<file path="src/dltq_ram.sv">
// ----------------------------------------------------------------------------
// dltq_ram
// Generic single-write, single-read RAM with registered read data.
// ----------------------------------------------------------------------------
module dltq_ram #(
    parameter int WIDTH = 8,
    parameter int DEPTH = 16
) (
    input  logic                     clk,
    input  logic                     we,
    input  logic [$clog2(DEPTH)-1:0] waddr,
    input  logic [WIDTH-1:0]         wdata,
    input  logic [$clog2(DEPTH)-1:0] raddr,
    output logic [WIDTH-1:0]         rdata
);

    logic [WIDTH-1:0] mem_reg [DEPTH];
    logic [WIDTH-1:0] rdata_reg;

    always_ff @(posedge clk)
    begin
        if (we)
        begin
            mem_reg[waddr] <= wdata;
        end
        rdata_reg <= mem_reg[raddr];
    end

    assign rdata = rdata_reg;

endmodule

</file>
<file path="config.mk">
export PLATFORM = sky130hd
export DESIGN_NAME = dltq_ram
export DESIGN_NICKNAME = d
export VERILOG_FILES = /design/src/dltq_ram.sv
export SDC_FILE = /design/constraint.sdc
export NUM_CORES = 1
export LEC_CHECK = 0
export BUFFER_PORTS_ARGS = -buffer_cell sky130_fd_sc_hd__clkbuf_2
export CAP_MARGIN = 20
export CORE_MARGIN = 2
export CORE_UTILIZATION = 60
export CTS_BUF_LIST = sky130_fd_sc_hd__clkbuf_8
export DETAILED_ROUTE_END_ITERATION = 7
export GPL_TIMING_DRIVEN = 0
export HOLD_SLACK_MARGIN = 0.03
export PLACE_DENSITY = 0.78
export SETUP_SLACK_MARGIN = 0.2
export SLEW_MARGIN = 20
export SYNTH_ARGS = -nofsm -noshare
export SYNTH_HDL_FRONTEND = slang
export SYNTH_SLANG_ARGS = --single-unit
</file>
<file path="constraint.sdc">
create_clock -name clk -period 2.4 [get_ports clk]
set_input_delay 0.24 -clock clk [delete_from_list [all_inputs] [get_ports clk]]
set_output_delay 0.24 -clock clk [all_outputs]
set_load 0.05 [all_outputs]
</file>
==> metrics, run 1 <==
CTS tree=yes; setup TNS=0 ns; first-pass GRT wire length=about 14000 um; Layout Cells excl Fill=390; chip height=slightly below 100 um; Core Area=8260 um2; Worst-path clk slew=approximately 0.080 ns; WS Path Type=in -> reg; IO buf count=24; Pre-antenna DRT Iters=4; die area=about 9300 um2; critical path fanouts, max=8; via count=~2500; min-delay worst type=in -> reg; Synth Area in XOR/XNOR=0%; gr usage total=around 22%; crit share post-route=between 60% and 70%; quantity of hold-fixing buffers added after cts=0; status=finished, final reports clean; # Post-CTS Setup Buffers=0; Area Overhead vs Synth=14.0%; Starting Density=between 60 and 70%; latest clock arrival within the worst-skew pair=0.42 ns; initial antenna violation count=0; GP Congestion=roughly 0.71; final core utilization=just over 70%; Worst Path Required=2.45 ns; PD cells=852 nW/um2; via/cell ratio=approximately 6.3; synthesized instance count=about 230; Slew headroom=a little under half; synth top area cells=edfxtp_1 75%, mux4_2 7.9%, mux4_1 7.1%; clk buf depth=2; crit path launch type=input pin; post-DR wirelength/cell=approximately 25 um; multi-input logic area=between 1000 and 1500 um2; clock net sink count=~140; Post-Synth Simple-Gate Area=approximately 3.2%; Iteration-0 DRC Markers=389; largest family of logic cells by synthesized area=multiplexers; Setup crit end kind=flip-flop; Max-cap violations=0; Final Power=about 5.0 mW; max FFs per register=128; proportion of synthesized area in mux cells=15.0%; FILL cells=just over 500; # IOs=26; drt total wl=9740 um; Reg area=roughly 4000 um2; share of cells above drive strength 1=31.2%; Synth Area in Adders=0%; Seq/Total Area, Yosys=roughly 80%; Rows=33; dpl cells=358; final hold violations=0; most frequent cells in the layout=128 x edfxtp_1, 24 x clkbuf_2, 18 x mux4_2, 18 x clkbuf_8, 16 x a22oi_1; maximum VDD drop=between 0.0004 and 0.0005 V; Post-Syn Area per Cell=22.5 um2; P_leak=between 1.5 and 2 nW; diode count=0; grt ovf=0; Die W=roughly 97 um; CTS Root Cell=clkbuf_8; Clock Skew=0.0122 ns; Final Max Slew Viols=0; largest net degree at the start of global routing=17; TritonCTS buffer count=17; Final min period=~1.5 ns; Final nets=290; Final setup viols=0; Net Count, Synth=between 200 and 250; Final HPWL DP=around 5800 um; Yosys reg bits=between 100 and 150; Synth warnings=0; top cell type's share of synthesized area=approximately three quarters; Tightest Pin Transition=0.797 ns; H-tree Lvls=4; synth unique cells=19; arrival time worst endpoint=about 1.5 ns; CTS resizes=0; dominant cell type by area after synthesis=edfxtp_1; RSZ-0062 raised after global routing=no; post-synth design cell area=a little over 5000 um2; Fmax=674 MHz; # DRC=0; number of global-route vias before repair=2518; post-synthesis compound-gate area fraction=2.33%; commonest non-fill, non-tap cell in the layout=edfxtp_1; Routed Antenna Nets=0
metrics by stage:
step | hold WS, ns | setup WS, ns | area (um2)
final | 0.283 | 0.916 | 5870
after global routing | 0.278 | 0.879 | 5870
after CTS | 0.258 | 0.939 | 5870
after detailed placement | 0.663 | 0.505 | 5420
after global placement | 0.652 | 0.134 | 5400
after floorplan | 0.339 | 0.667 | 5150
per-layer routing:
metal | vias to the layer above | part of all wire, % | wire length [um] | global-route usage (%)
li1 | 1062 | - | - | -
met1 | 1250 | 39 | 3800 | 29.2
met2 | 133 | 49 | 4760 | 34.2
met3 | 21 | 9.4 | 918 | 6.21
met4 | 0 | 2.7 | 260 | 8.99
met5 | - | 0 | 0 | 0
cells in the mapped netlist:
master / count
a22oi_1: 16
and2_1: 1
and2b_1: 1
buf_2: 3
buf_4: 1
buf_6: 3
clkdlybuf4s25_2: 3
dfxtp_1: 8
edfxtp_1: 128
mux4_1: 14
mux4_2: 18
nand2_1: 9
nand2b_1: 2
nand3_1: 1
nand3b_1: 2
nor2_1: 13
nor2b_1: 1
nor3_1: 4
or3b_2: 1
path summary, 6_finish.rpt:
kind	start	endpoint	slack (ns)	depth (start not counted)
max	waddr[2]	mem_reg[2][2]	0.92	3
min	wdata[7]	mem_reg[3][7]	0.28	1
max reg2reg	mem_reg[6][2]	rdata[2]	0.96	3
min reg2reg	mem_reg[11][1]	rdata[1]	0.68	3
layout make-up:
cell class | count | area share, %
Clock buffer | 18 | 4.22
Tap cell | 105 | 2.24
Sequential cell | 136 | 68.2
Multi-Input combinational cell | 83 | 18.4
Clock inverter | 14 | 3.41
Timing Repair Buffer | 24 | 2.05
Buffer | 10 | 1.47
worst max-delay path, cell delays in order:
cell	delay, ns
clkbuf_2	0.10
or3b_2	0.54
nor2_1	0.64
report_power, final:
group	switching (mW)	internal [mW]	total, mW
clock	0.858	1.17	2.02
combinational	0.201	0.105	0.306
sequential	0.0145	2.65	2.67
cells by family after synthesis:
| group | Yosys count |
|---|---|
| simple gates | 35 |
| buf+inv | 10 |
| mux | 32 |
| flops | 136 |
| compound gates | 16 |
Note: power is estimated with default switching activity, not from simulation.
==> run 2: changes to the inputs <==
ABC_AREA = 1   (was default)
CORE_UTILIZATION = 57   (was 60)
clock period = 1.2 ns   (was 2.4 ns; I/O delays follow)
==> metrics, run 2 <==
critical path's top delay family=simple AND/OR/NAND/NOR gates; crit share post-route=100%; synthesized instance count=around 550; min-delay worst type=in -> reg; post-synth design cell area=5770 um2; CTS tree=yes; Setup crit end kind=flip-flop; CP max-delay cell=nor2_1; Area Overhead vs Synth=16.8%; final instance area=approximately 6700 um2; synth unique cells=12; top cell type's share of synthesized area=66.7%; via/cell ratio=roughly 5.7; final hold violations=0; Worst path max stage delay=0.77 ns; most numerous cell in the Yosys netlist=nand2_1; drt total wl=approximately 14000 um; EDFF count, synth=about 130; arrival time worst endpoint=1.27 ns; top post-synthesis cells by count=173 x nand2_1, 128 x edfxtp_1, 100 x inv_1, 97 x nand3_1, 17 x nor2_1; Tightest Pin Transition=between 0.9 and 1 ns; Rows=36; chip height=between 100 and 150 um; largest net degree at the start of global routing=17; quantity of hold-fixing buffers added after cts=0; Final setup viols=3; Final Power=roughly 9.9 mW; GP Congestion=between 0.9 and 1; # IOs=26; WS Path Type=in -> reg; via count=4171; RSZ-0062 raised after global routing=yes; Core Area=about 10000 um2; latest clock arrival within the worst-skew pair=about 0.45 ns; diode count=0; Post-Place Cell Area=6060 um2; Async SR Flop Fraction=0%; most frequent cells in the layout=167 x nand2_1, 128 x edfxtp_1, 102 x inv_1; setup TNS=-0.00303 ns; P_leak=2.91 nW; Starting Density=approximately three fifths; status=complete, but fails checks; ys flop type=edfxtp_1; synth top area cells=edfxtp_1 67%, nand2_1 11%, nand3_1 8.4%; dominant cell type by area after synthesis=edfxtp_1; setup ws final=-0.00214 ns; Final min period=1.20 ns; Synth warnings=0; Worst Path Required=between 1 and 1.5 ns; H-tree Lvls=4; grt ovf=0; CTS Root Cell=clkbuf_8; clk buf depth=2; Hold WS=between 0.1 and 0.15 ns; Seq/Total Area, Yosys=a little over two thirds; Clock Skew=0.0109 ns; WP buf/inv=1; Slew headroom=about two fifths; Iteration-0 DRC Markers=between 600 and 700; pre-CTS WS=-0.365 ns; Final Max Slew Viols=0; critical-path cell list=clkbuf_2, nand3b_1, nor2_1; TritonCTS buffer count=17; clock net sink count=~140; Fmax=~830 MHz; Max-cap violations=0; initial antenna violation count=0; IO buf count=22; Worst-path clk slew=0.07 ns; gr usage total=26.1%; die area=between 10000 and 15000 um2; commonest non-fill, non-tap cell in the layout=nand2_1; PD cells=around 1500 nW/um2; Routed Antenna Nets=0; Die W=around 100 um; Pre-antenna DRT Iters=5; # DRC=0; crit path launch type=input pin; # Post-CTS Setup Buffers=0; number of global-route vias before repair=around 3900; first-pass GRT wire length=20900 um; maximum VDD drop=roughly 0.0011 V; critical path fanouts, max=8; Final HPWL DP=between 8000 and 9000 um; share of cells above drive strength 1=approximately 22%; Post-Syn Area per Cell=~10 um2; reg2reg setup slack=0.17 ns; Net Count, Synth=about 570; post-DR wirelength/cell=between 15 and 20 um; failing checks=setup timing; Final nets=610; max FFs per register=between 100 and 150; Yosys reg bits=between 100 and 150
[run 2: report_power, final]
| part | internal [mW] | total [mW] | leakage (nW) | switching, mW |
|---|---|---|---|---|
| Clock | 1.98 | 3.62 | 0.200 | 1.64 |
| Sequential | 5.31 | 5.36 | 1.22 | 0.0436 |
| Combinational | 0.292 | 0.933 | 1.49 | 0.641 |
| Total | 7.59 | 9.91 | 2.91 | 2.32 |
[run 2: layer usage]
metal / track usage, % / up-vias / part of all wire, %
li1: - / 1856 / -
met1: 35.4 / 1940 / 37
met2: 41.6 / 321 / 47
met3: 6.18 / 54 / 12
met4: 9.81 / 0 / 3.9
met5: 0 / - / 0
[run 2: final cells by class]
| type | count | area, um2 |
|---|---|---|
| fill | 698 | 3080 |
| timing repair buffer | 22 | 200 |
| sequential | 136 | 4010 |
| multi-input combinational | 289 | 1430 |
| tap | 133 | 166 |
| clock buffer | 17 | 234 |
| buffer | 24 | 166 |
| inverter | 102 | 383 |
| clock inverter | 15 | 145 |
[run 2: through the flow]
stage	utilization, %	instances
CTS	66.6	738
floorplan	-	551
finish	68.6	738
global route	68.6	738
global placement	61.7	706
detailed placement	61.7	706
[run 2: worst min-delay path: stages]
cell and delay, ns:
buf_2 0.16, nand3_1 0.12, nand3_1 0.08, nand2_1 0.07
[run 2: cell families after synthesis]
kind of cell           Yosys count  share of synthesized area (%)
flip-flops                     136                           69.4
AND/OR/NAND/NOR                289                           21.0
buffers and inverters          126                           9.52
[run 2: final timing paths]
check,start,to,cells past startpoint
worst min-delay path,raddr[2],rdata[5],4
worst min register to register,mem_reg[10][2],rdata[2],6
worst max-delay path,waddr[3],mem_reg[7][1],3
worst max register to register,mem_reg[4][7],rdata[7],6
[run 2: repair_timing]
item / in CTS / in global routing
endpoints found under the hold margin: 0 / 0
pin swaps: 0 / 17
gates resized for setup: 28 / 53
endpoints found under the setup margin: 52 / 88
==> run 3: changes to the inputs <==
ABC_AREA = default   (was 1)
==> metrics, run 3 (synthesis gave the netlist of run 1 again) <==
share of cells above drive strength 1=between 40% and 50%; most frequent cells in the layout=128 x edfxtp_1, 32 x mux4_2, 20 x clkbuf_8; Pre-antenna DRT Iters=4; Starting Density=between 50 and 60%; clock net sink count=136; final hold violations=0; final core utilization=between 70% and 80%; gr usage total=between 20% and 30%; final instance area=roughly 6200 um2; top sig layer=met4; met3 routed WL=a little under 800 um; chip height=roughly 100 um; CP max-delay cell=mux4_2; Final HPWL DP=6030 um; Tightest Pin Transition=0.790 ns; diode count=0; Max-cap violations=0; WS Path Type=reg -> reg; Setup crit end kind=flip-flop; Area Overhead vs Synth=19.9%; critical-path cell list=mux4_2, a22oi_2, nand2_1; Core Area=around 8700 um2; crit share post-route=109%; post-DR wirelength/cell=between 20 and 25 um; GP Congestion=roughly 0.7; RSZ-0062 raised after global routing=yes; CTS Root Cell=clkbuf_8; largest net degree at the start of global routing=17; clk buf depth=2; max FFs per register=~130; drt total wl=9510 um; P_leak=1.99 nW; Final nets=around 300; Post-Place Cell Area=approximately 5500 um2; Worst-path clk slew=0.08 ns; Rows=34; WL met2=between 4000 and 5000 um; number of global-route vias before repair=between 2000 and 2500; die area=~10000 um2; CTS tree=yes; Fmax=approximately 770 MHz; Slew headroom=about 47%; IO buf count=24; TritonCTS buffer count=17; Clock Skew=about 0.012 ns; min-delay worst type=in -> reg; met1 WL=roughly 3800 um; Routed Antenna Nets=0; Final Max Slew Viols=0; Die W=between 90 and 100 um; setup ws final=-0.106 ns; Final Power=~9.8 mW; FILL cells=478; H-tree Lvls=4; via count=roughly 2400; grt ovf=0; via/cell ratio=approximately 6; commonest non-fill, non-tap cell in the layout=edfxtp_1; Worst Path Required=approximately 1.5 ns; # DRC=0; latest clock arrival within the worst-skew pair=0.43 ns; quantity of hold-fixing buffers added after cts=0; dpl cells=361; initial antenna violation count=0; Final min period=~1.3 ns; crit path launch type=flip-flop; reg2reg setup slack=-0.11 ns; Worst path max stage delay=~0.53 ns; PD cells=roughly 1600 nW/um2; status=complete, but fails checks; first-pass GRT wire length=between 10000 and 15000 um; arrival time worst endpoint=about 1.6 ns; maximum VDD drop=around 0.00085 V; critical path fanouts, max=1; Layout Cells excl Fill=approximately 400; Final setup viols=8; Iteration-0 DRC Markers=around 240; # IOs=26; failing checks=setup timing
run 3: cell count changes in the layout (fill, tap and decap cells not counted), sizes merged, moves of 4 or more:
cell	change
nand2	-164
inv	-104
nand3	-96
mux4	+32
a22oi	+16
buf	-11
nor2	-4
nor3	+4
run 3: power by group:
part / switching (mW) / internal, mW
combinational: 0.443 / 0.327
clock: 1.74 / 1.91
sequential: 0.0398 / 5.31
run 3: cell type report:
class                      count  area (um2)  share of cell area [%]
sequential                   136        4010                    65.0
multi-input combinational     83        1180                    19.2
timing repair buffer          30         323                    5.23
clock buffer                  18         248                    4.02
clock inverter                14         149                    2.41
tap                          108         135                    2.19
buffer                        10         120                    1.95
run 3: final timing paths:
check / startpoint / end / cells after the start
max: mem_reg[7][4] / rdata[4] / 3
min: wdata[6] / mem_reg[15][6] / 1
max reg2reg: mem_reg[7][4] / rdata[4] / 3
min reg2reg: mem_reg[8][5] / rdata[5] / 3
run 3: routing by layer:
layer	GRT usage, %	vias to the layer above
li1	-	1062
met1	30.7	1237
met2	31.1	118
met3	6.95	12
met4	7.06	0
met5	0	-
run 3: critical path, delay by kind of cell (launching register included):
kind	cells	cell delay, ns
muxes	1	0.53
DFF	1	0.38
AOI/OAI and AO/OA	1	0.19
and+or+nand+nor	1	0.09
run 3: per-stage QoR:
| step | hold slack (ns) | setup WS (ns) | TNS [ns] |
|---|---|---|---|
| 6_report | 0.142 | -0.106 | -0.608 |
| 5_1_grt | 0.124 | -0.137 | -0.894 |
| 4_1_cts | 0.116 | -0.0980 | -0.645 |
| 3_5_place_dp | 0.597 | -0.464 | -35.65 |
| 3_3_place_gp | 0.542 | -0.440 | -31.50 |
| 2_1_floorplan | 0.219 | -0.0230 | -0.263 |
run 3: repair_timing:
action	CTS	global route
buffers inserted	2	4
pin swaps	8	7
gates resized for setup	47	8
setup endpoints to repair	76	41
