### src/dltq_pkg.sv
// ----------------------------------------------------------------------------
// dltq_pkg
// Shared codes and constants for the delta-list timer queue.
// ----------------------------------------------------------------------------
package dltq_pkg;

    localparam int NUM_TIMERS_DEF = 16;
    localparam int DELTA_BITS_DEF = 32;
    localparam int MAX_OUT        = 16;

    localparam logic [1:0] OP_TICK    = 2'd0;
    localparam logic [1:0] OP_START   = 2'd1;
    localparam logic [1:0] OP_DELETE  = 2'd2;
    localparam logic [1:0] OP_INVALID = 2'd3;

    localparam logic [1:0] EV_OK      = 2'd0;
    localparam logic [1:0] EV_REJECT  = 2'd1;
    localparam logic [1:0] EV_EXPIRED = 2'd2;

    typedef enum logic [2:0] {
        M_HOLD,
        M_LEFT,
        M_LEFT_SUB,
        M_LOAD,
        M_RIGHT,
        M_RIGHT_ADD,
        M_DEC
    } cell_mode_t;

endpackage

### src/dltq_cell.sv
// ----------------------------------------------------------------------------
// dltq_cell
// One list position: valid flag, timer slot and delta to the entry ahead.
// ----------------------------------------------------------------------------
module dltq_cell #(
    parameter int ID_W = 4,
    parameter int DW   = 32
) (
    input  logic                  clk,
    input  logic                  rst_n,
    input  dltq_pkg::cell_mode_t  mode,
    input  logic [ID_W-1:0]       ld_id,
    input  logic [DW-1:0]         ld_delta,
    input  logic                  left_valid,
    input  logic [ID_W-1:0]       left_id,
    input  logic [DW-1:0]         left_delta,
    input  logic                  right_valid,
    input  logic [ID_W-1:0]       right_id,
    input  logic [DW-1:0]         right_delta,
    output logic                  valid,
    output logic [ID_W-1:0]       id,
    output logic [DW-1:0]         delta
);

    logic            valid_reg, valid_next;
    logic [ID_W-1:0] id_reg, id_next;
    logic [DW-1:0]   delta_reg, delta_next;
    logic [DW:0]     sum;

    assign sum = {1'b0, right_delta} + {1'b0, delta_reg};

    always_comb
    begin
        valid_next = valid_reg;
        id_next    = id_reg;
        delta_next = delta_reg;
        unique case (mode)
            dltq_pkg::M_HOLD:
            begin
            end
            dltq_pkg::M_LEFT:
            begin
                valid_next = left_valid;
                id_next    = left_id;
                delta_next = left_delta;
            end
            dltq_pkg::M_LEFT_SUB:
            begin
                valid_next = left_valid;
                id_next    = left_id;
                delta_next = left_delta - ld_delta;
            end
            dltq_pkg::M_LOAD:
            begin
                valid_next = 1'b1;
                id_next    = ld_id;
                delta_next = ld_delta;
            end
            dltq_pkg::M_RIGHT:
            begin
                valid_next = right_valid;
                id_next    = right_id;
                delta_next = right_delta;
            end
            dltq_pkg::M_RIGHT_ADD:
            begin
                valid_next = right_valid;
                id_next    = right_id;
                delta_next = sum[DW] ? {DW{1'b1}} : sum[DW-1:0];
            end
            dltq_pkg::M_DEC:
            begin
                if (valid_reg && delta_reg != '0)
                begin
                    delta_next = delta_reg - 1'b1;
                end
            end
            default:
            begin
            end
        endcase
    end

    always_ff @(posedge clk or negedge rst_n)
    begin
        if (!rst_n)
        begin
            valid_reg <= 1'b0;
        end
        else
        begin
            valid_reg <= valid_next;
        end
    end

    always_ff @(posedge clk)
    begin
        id_reg    <= id_next;
        delta_reg <= delta_next;
    end

    assign valid = valid_reg;
    assign id    = id_reg;
    assign delta = delta_reg;

endmodule

### config.mk
export PLATFORM = sky130hd
export DESIGN_NAME = dltq_cell
export DESIGN_NICKNAME = d
export VERILOG_FILES = /design/src/dltq_pkg.sv /design/src/dltq_cell.sv
export SDC_FILE = /design/constraint.sdc
export NUM_CORES = 1
export LEC_CHECK = 0
export ABC_AREA = 1
export BUFFER_PORTS_ARGS = -buffer_cell sky130_fd_sc_hd__buf_2
export CAP_MARGIN = 30
export CORE_MARGIN = 2
export CORE_UTILIZATION = 35
export DETAILED_ROUTE_END_ITERATION = 12
export GPL_TIMING_DRIVEN = 0
export HOLD_SLACK_MARGIN = 0.05
export PLACE_DENSITY = 0.6
export SLEW_MARGIN = 20
export SYNTH_ARGS = -nofsm -noshare
export SYNTH_HDL_FRONTEND = slang
export SYNTH_SLANG_ARGS = --single-unit
### constraint.sdc
create_clock -name clk -period 4.22 [get_ports clk]
set_clock_uncertainty 0.1 [all_clocks]
set_input_delay 0.844 -clock clk [delete_from_list [all_inputs] [get_ports clk]]
set_output_delay 0.844 -clock clk [all_outputs]
set_load 0.01 [all_outputs]
==> impl_results.md, run 1 <==
- Core ar.: 23400 um^2
- Number of synthesized register bits: 37
- Layout cells sized above 1: 13.9%
- Via/cell ratio: 5.06
- Mapped Area: 8340 um^2
- Initial Util: approximately 36%
- Row cnt: 56
- Post-route ant nets: 0
- Post-synthesis cell count: between 1500 and 2000
- Post-Place Worst Slack: approximately 0.69 ns
- First-pass GRT wire length: 52700 um
- Unrepaired setup endpoints after global routing: false
- DRC violations left: 0
- DIE AREA: 25100 um^2
- Final WL: about 34000 um
- Area delta synth->final: 16.2%
- Clock power share: 18.6%
- Slew headroom: 49.3%
- Worst-Margin Slew: 0.760 ns
- Maximum clock rate: ~0.3 GHz
- Buf/Inv on CP: 5
- Antenna Cells: 0
- Post-synth top area cell: nand2_1
- Max cap viols: 0
- Syn Area/Cell: 5.45 um^2
- Wire length per cell: 17.1 um
- Die Ht: 158 um
- Commonest non-fill, non-tap cell in the layout: nand2_1
- Peak supply drop: roughly 0.00014 V
- Die width: 158 um
- Sw frac: 49.7%
- Top cell type's share of synthesized area: 24.5%
- Synth Net Count: 1712
- Leak pwr: 5.33 nW
- Max reg flops: 32
- Clock transition at path regs: 0.07 ns
- Yosys warning total: 0
- PortBufs: 151
- Sw Pwr: 1.26 mW
- Cell area after layout: 9690 um^2
- Top cells by area, synth: nand2_1 (24%), edfxtp_1 (13%), inv_1 (12%)
- Final Hold Violating Endpoints: 0
- Net count, final: 1871
- P per Cell Area: 262 nW/um^2
- DP HPWL: 29900 um
- Slowest-stage cell, CP: a21oi_4
- DR vias: 10200
- CTS Hold Bufs: 0
- Comb power frac: between 50% and 60%
- Outcome: finished clean
- TritonCTS clock tree: yes
- I/O Pins: 152
- Tcrit/Tclk final: roughly three quarters
- Worst Setup Start Kind: input port
- CP delay by family, top: buffers and inverters
- Largest net degree at the start of global routing: 20
- PnR worst setup slack: 0.982 ns
- CP max stage delay: between 0.6 and 0.7 ns
- Seq/Total Area, Yosys: 13.3%
- Drt pass-1 iters: 6
- Number of setup violations in the final report: 0
- Worst-skew pair later-pin latency: 0.30 ns
- Crit end category: register
- GRT Resource Usage Total: 27.7%
- Remaining Overflow, GRT: 0
- Most frequent cells in the layout: nand2_1 (544), inv_1 (264), nor2_1 (167), buf_2 (157), nand3_1 (137)
- Clk sinks: 37
- Tmin final: between 3 and 4 ns
- Power share of the sequential group: 22.6%
- H-tree depth: 2
- Area post-placement: 9520 um^2
- Post-CTS sizing: 0
- Crit path DAT: 3.14 ns
- GP Congestion: a little under 1
- Crit path cell chain: buf_2 > inv_2 > nand3_4 > inv_1 > clkbuf_1 > nor3_1 > a21oi_4 > buf_8
- Synth unique cells: just over 50
- Power Internal: around 1.3 mW
- # fillers: 2736
- CTS max path bufs: 2
- Vias in the first global route: 9580
- Num CTS Buffers: 5
- 1st-iter DRT viols: 607
- Required time of the critical path: 4.12 ns
- Fin. max-slew vios: 0
- Hold Path Class: input port to asynchronous set/reset pin
- CTS Root Cell: clkbuf_16
- Critical path peak fanout: 19
- Initial antenna violation count: 0
- Post-CTS Setup Repair Bufs: 0
- CP Class: input port to register
cells by family after synthesis:
family | Yosys count | synth area share (%)
buf+inv | 296 | 13.9
xor+xnor | 19 | 2.00
simple gates | 944 | 48.4
fa+ha+maj | 66 | 10.1
compound gates | 169 | 12.3
flops | 37 | 13.3
per-stage QoR:
step | hold WS (ns) | setup TNS [ns] | power (mW) | std cells | util (%)
final | 0.215 | 0 | 2.54 | 2010 | 41.4
after global routing | 0.214 | 0 | 2.74 | 2010 | 41.4
after CTS | 0.213 | 0 | 2.53 | 2010 | 41.4
after detailed placement | 0.506 | 0 | 2.05 | 2002 | 40.7
after global placement | 0.485 | -36.20 | 2.04 | 2001 | 40.6
after floorplan | 0.448 | 0 | 1.56 | 1531 | -
Yosys cell counts, drive strengths merged:
cell type and count:
nand2 556, inv 276, nor2 176, nand3 141, a21oi 78, ha 64, o21ai 50, edfxtp 36
nand4 29, o21bai 16, buf 15, or2 14, xor2 14, nand3b 10, nor3 8, a221oi 5
xnor2 5, a31oi 4, and2 4, clkbuf 4, nor4 4, o2111ai 4, a2111oi 3, o211ai 3
a21boi 2, and3 2, fa 2, a21o 1, a22oi 1, clkinv 1, dfrtp 1, o221ai 1
o22ai 1
final timing paths:
kind	depth (start not counted)	end	slack, ns	startpoint
setup / recovery	8	delta[0]$_DFFE_PP_	0.98	mode[2]
hold / removal	1	valid$_DFFE_PN0P_	0.21	rst_n
setup reg to reg	13	delta[14]$_DFFE_PP_	1.23	delta[0]$_DFFE_PP_
hold reg to reg	2	valid$_DFFE_PN0P_	0.54	valid$_DFFE_PN0P_
max in group asynchronous	1	valid$_DFFE_PN0P_	3.72	rst_n
min in group clk	2	valid$_DFFE_PN0P_	0.54	valid$_DFFE_PN0P_
power groups by stage:
stage / Sequential (mW) / Combinational (mW) / Clock (mW)
3_3_place_gp: 0.582 / 1.46 / 0
4_1_cts: 0.571 / 1.48 / 0.476
2_1_floorplan: 0.569 / 0.992 / 0
6_report: 0.575 / 1.49 / 0.471
3_5_place_dp: 0.579 / 1.47 / 0
5_1_grt: 0.581 / 1.68 / 0.481
worst reg2reg max path: stages (launching register included):
cell      delay, ns
edfxtp_1       0.45
ha_1           0.28
fa_1           0.47
nand2_1        0.10
nand3_1        0.08
nand3_1        0.09
nand2_2        0.10
nand2_2        0.09
nand2_4        0.08
nand2_2        0.07
nand3_2        0.13
buf_6          0.19
o21ai_0        0.34
nand4_1        0.15
layer usage:
layer	GRT usage, %	vias to the layer above	share of wire [%]
li1	-	5197	-
met1	37.5	4527	44
met2	46.4	382	45
met3	1.85	63	7.2
met4	10.3	0	3.6
met5	0	-	0
area by class of cell:
class / instances / area, um^2 / share of cell area [%]
plain buffers: 19 / 120 / 1.24
clock inverters: 2 / 38.8 / 0.400
repair buffers: 152 / 771 / 7.95
well taps: 319 / 399 / 4.12
multi-input cells: 1198 / 6080 / 62.8
clock buffers: 6 / 129 / 1.33
flip-flops and latches: 37 / 1110 / 11.4
inverters: 277 / 1040 / 10.8
No activity file was read; power rests on OpenSTA's default activity.
==> inputs of run 2 (changes only) <==
ABC_AREA = 0   (was 1)
PLACE_DENSITY = 0.62   (was 0.6)
clock period = 3.2 ns   (was 4.22 ns; I/O delays follow)
==> run 2 against run 1 <==
Clock power increased by 29%. Design area is 8.8% lower. Critical path depth up 1. Non-clock buffer count is 61 higher. Critical path type is now register to register. Sequential power is 29% higher. Register-to-register slack got worse by 1.2 ns. Hold slack better by 0.34 ns. Sequential share of layout area rose by 1.1 points. Wire length fell by 17%. Cell count decreased by 31%.
==> impl_results.md, run 2 <==
- DRC violations left: 0
- Tmin final: between 3 and 4 ns
- PortBufs: 151
- CTS max path bufs: 2
- Worst-skew pair later-pin latency: 0.30 ns
- Max reg flops: 32
- Remaining Overflow, GRT: 0
- M3 GR Usage: under 10%
- Synth unique cells: 71
- Seq/Total Area, Yosys: between 15 and 20%
- # fillers: 1903
- Peak supply drop: approximately 0.00028 V
- Die width: 143 um
- CTS Root Cell: clkbuf_16
- Outcome: finished clean
- DP HPWL: around 23000 um
- Initial antenna violation count: 0
- Initial Util: between 30% and 40%
- Placed Cells: 1345
- Num CTS Buffers: 5
- Most common cell in the synthesized netlist: a21oi_1
- Core ar.: approximately 19000 um^2
- Worst Setup Start Kind: register
- Top cells by area, synth: edfxtp_1 (16%), ha_1 (12%), a21oi_1 (9.5%)
- Most frequent cells in the layout: buf_2 (152), a21oi_1 (124), nand2_1 (106), nor2_1 (68), o21ai_0 (64)
- Syn Area/Cell: 7.27 um^2
- Hold Path Class: input port to asynchronous set/reset pin
- TritonCTS clock tree: yes
- Worst-Margin Slew: between 0.8 and 0.9 ns
- Commonest non-fill, non-tap cell in the layout: buf_2
- Vias in the first global route: 7266
- Grt met1 use: 37.6%
- Max cap viols: 0
- Cell Count, Final, Fillers Out: around 1400
- Leak pwr: around 3.8 nW
- Post-Place Worst Slack: -0.839 ns
- Number of setup violations in the final report: 0
- Die Ht: 143 um
- I/O Pins: about 150
- Top cell type's share of synthesized area: 15.9%
- Synth Net Count: 1113
- Post-synthesis cell count: 932
- Asr flop ratio synth: 2.70%
- Antenna Cells: 0
- Synth cell count leaders: a21oi_1 (129), nand2_1 (107), o21ai_0 (89), nor2_1 (68), ha_1 (64)
- Wire length per cell: 20.5 um
- Via/cell ratio: 5.83
- PnR worst setup slack: 0.0237 ns
- DIE AREA: between 20000 and 25000 um^2
- Required time of the critical path: 3.16 ns
- Tcrit/Tclk final: between 90 and 100%
- Clk sinks: 37
- Clock transition at path regs: around 0.070 ns
- Row cnt: 50
- DR vias: 8116
- Number of synthesized register bits: 37
- 1st-iter DRT viols: 749
- Top Usage Layer GRT: met2
- Critical path peak fanout: 6
- Crit end category: register
- Mapped Area: ~6800 um^2
- Global-route met2 utilization: approximately 40%
- Net count, final: around 1300
- Fin. max-slew vios: 0
- H-tree depth: 2
- Unrepaired setup endpoints after global routing: true
- GP Congestion: roughly 0.95
- GRT Resource Usage Total: 26.5%
- Layout cells sized above 1: between 20% and 30%
- First-pass GRT wire length: 41600 um
- Final WL: between 20000 and 30000 um
- P per Cell Area: around 380 nW/um^2
- Maximum clock rate: 0.315 GHz
- Largest net degree at the start of global routing: 13
- Final Hold Violating Endpoints: 0
- Post-synth top flop: edfxtp_1
- EDFF count, synth: 36
- CP Class: register to register
- Crit path DAT: 3.13 ns
- Post-route ant nets: 0
- Final TNS setup: 0 ns
- Slew headroom: 46.3%
- Post-synth top area cell: edfxtp_1
- Area delta synth->final: 30.4%
- Drt pass-1 iters: 7
- Yosys warning total: 0
run 2: cell count changes after synthesis, sizes merged, moves of 34 or more:
cell and delta:
nand2 -449, nand3 -123, nor2 -108, inv -230, o21ai +57, a21oi +53
a21o +34
run 2: cells by family after synthesis:
group,Yosys count,synth area share (%)
AO/OA/AOI/OAI,384,34.6
XOR/XNOR,75,9.69
adder cells (fa/ha/maj),66,12.4
buffers and inverters,86,5.65
flip-flops,37,16.3
multiplexers,12,1.88
AND/OR/NAND/NOR,272,19.5
run 2: cell type report:
class / count / area, um^2 / share of cell area, %
clock inverter: 2 / 38.8 / 0.439
inverter: 46 / 173 / 1.95
tap: 260 / 325 / 3.68
buffer: 36 / 208 / 2.35
clock buffer: 6 / 129 / 1.46
sequential: 37 / 1110 / 12.5
timing repair buffer: 196 / 1160 / 13.1
multi-input combinational: 809 / 5700 / 64.5
run 2: critical path, cell delays in order, from the launching register on:
cell,delay [ns]
edfxtp_1,0.47
or4_4,0.55
nor3_4,0.20
buf_4,0.15
nand4_4,0.09
or3_4,0.42
or4_4,0.44
nand3b_1,0.15
a21oi_4,0.14
clkbuf_16,0.22
run 2: power by group:
part	switching, mW	internal, mW	leakage, nW	total [mW]
combinational	1.17	0.858	3.36	2.02
sequential	0.111	0.631	0.376	0.742
clock	0.237	0.371	0.0810	0.608
run 2: through the flow:
stage	util (%)	hold WS (ns)	power (mW)	area, um^2
2_1_floorplan	-	0.244	1.90	6780
3_3_place_gp	41.8	0.317	2.42	7860
3_5_place_dp	42.0	0.317	2.43	7900
4_1_cts	44.2	0.546	3.13	8330
5_1_grt	46.9	0.555	3.56	8840
6_report	46.9	0.556	3.37	8840
run 2: worst paths after layout:
path	start	to	slack, ns	depth (start not counted)
worst min register to register	valid$_DFFE_PN0P_	valid$_DFFE_PN0P_	0.65	3
min in group clk	left_delta[3]	delta[3]$_DFFE_PP_	0.57	2
worst max register to register	delta[3]$_DFFE_PP_	delta[16]$_DFFE_PP_	0.02	9
worst min-delay path	rst_n	valid$_DFFE_PN0P_	0.56	2
worst max-delay path	delta[3]$_DFFE_PP_	delta[16]$_DFFE_PP_	0.02	9
max in group asynchronous	rst_n	valid$_DFFE_PN0P_	2.36	2
run 2: metal layers:
layer / vias to the layer above / routed length, um
li1: 3845 / -
met1: 3701 / 12200
met2: 495 / 12400
met3: 75 / 2790
met4: 0 / 1070
met5: - / 0
run 2: timing repair:
| item | 4_1_cts | 5_1_grt |
|---|---|---|
| cloned | 1 | 4 |
| endpoints found under the hold margin | 1 | 0 |
| buffers inserted | 19 | 18 |
| gates resized for setup | 31 | 82 |
| hold buffers | 1 | 0 |
| endpoints found under the setup margin | 64 | 36 |
| pin swaps | 9 | 43 |
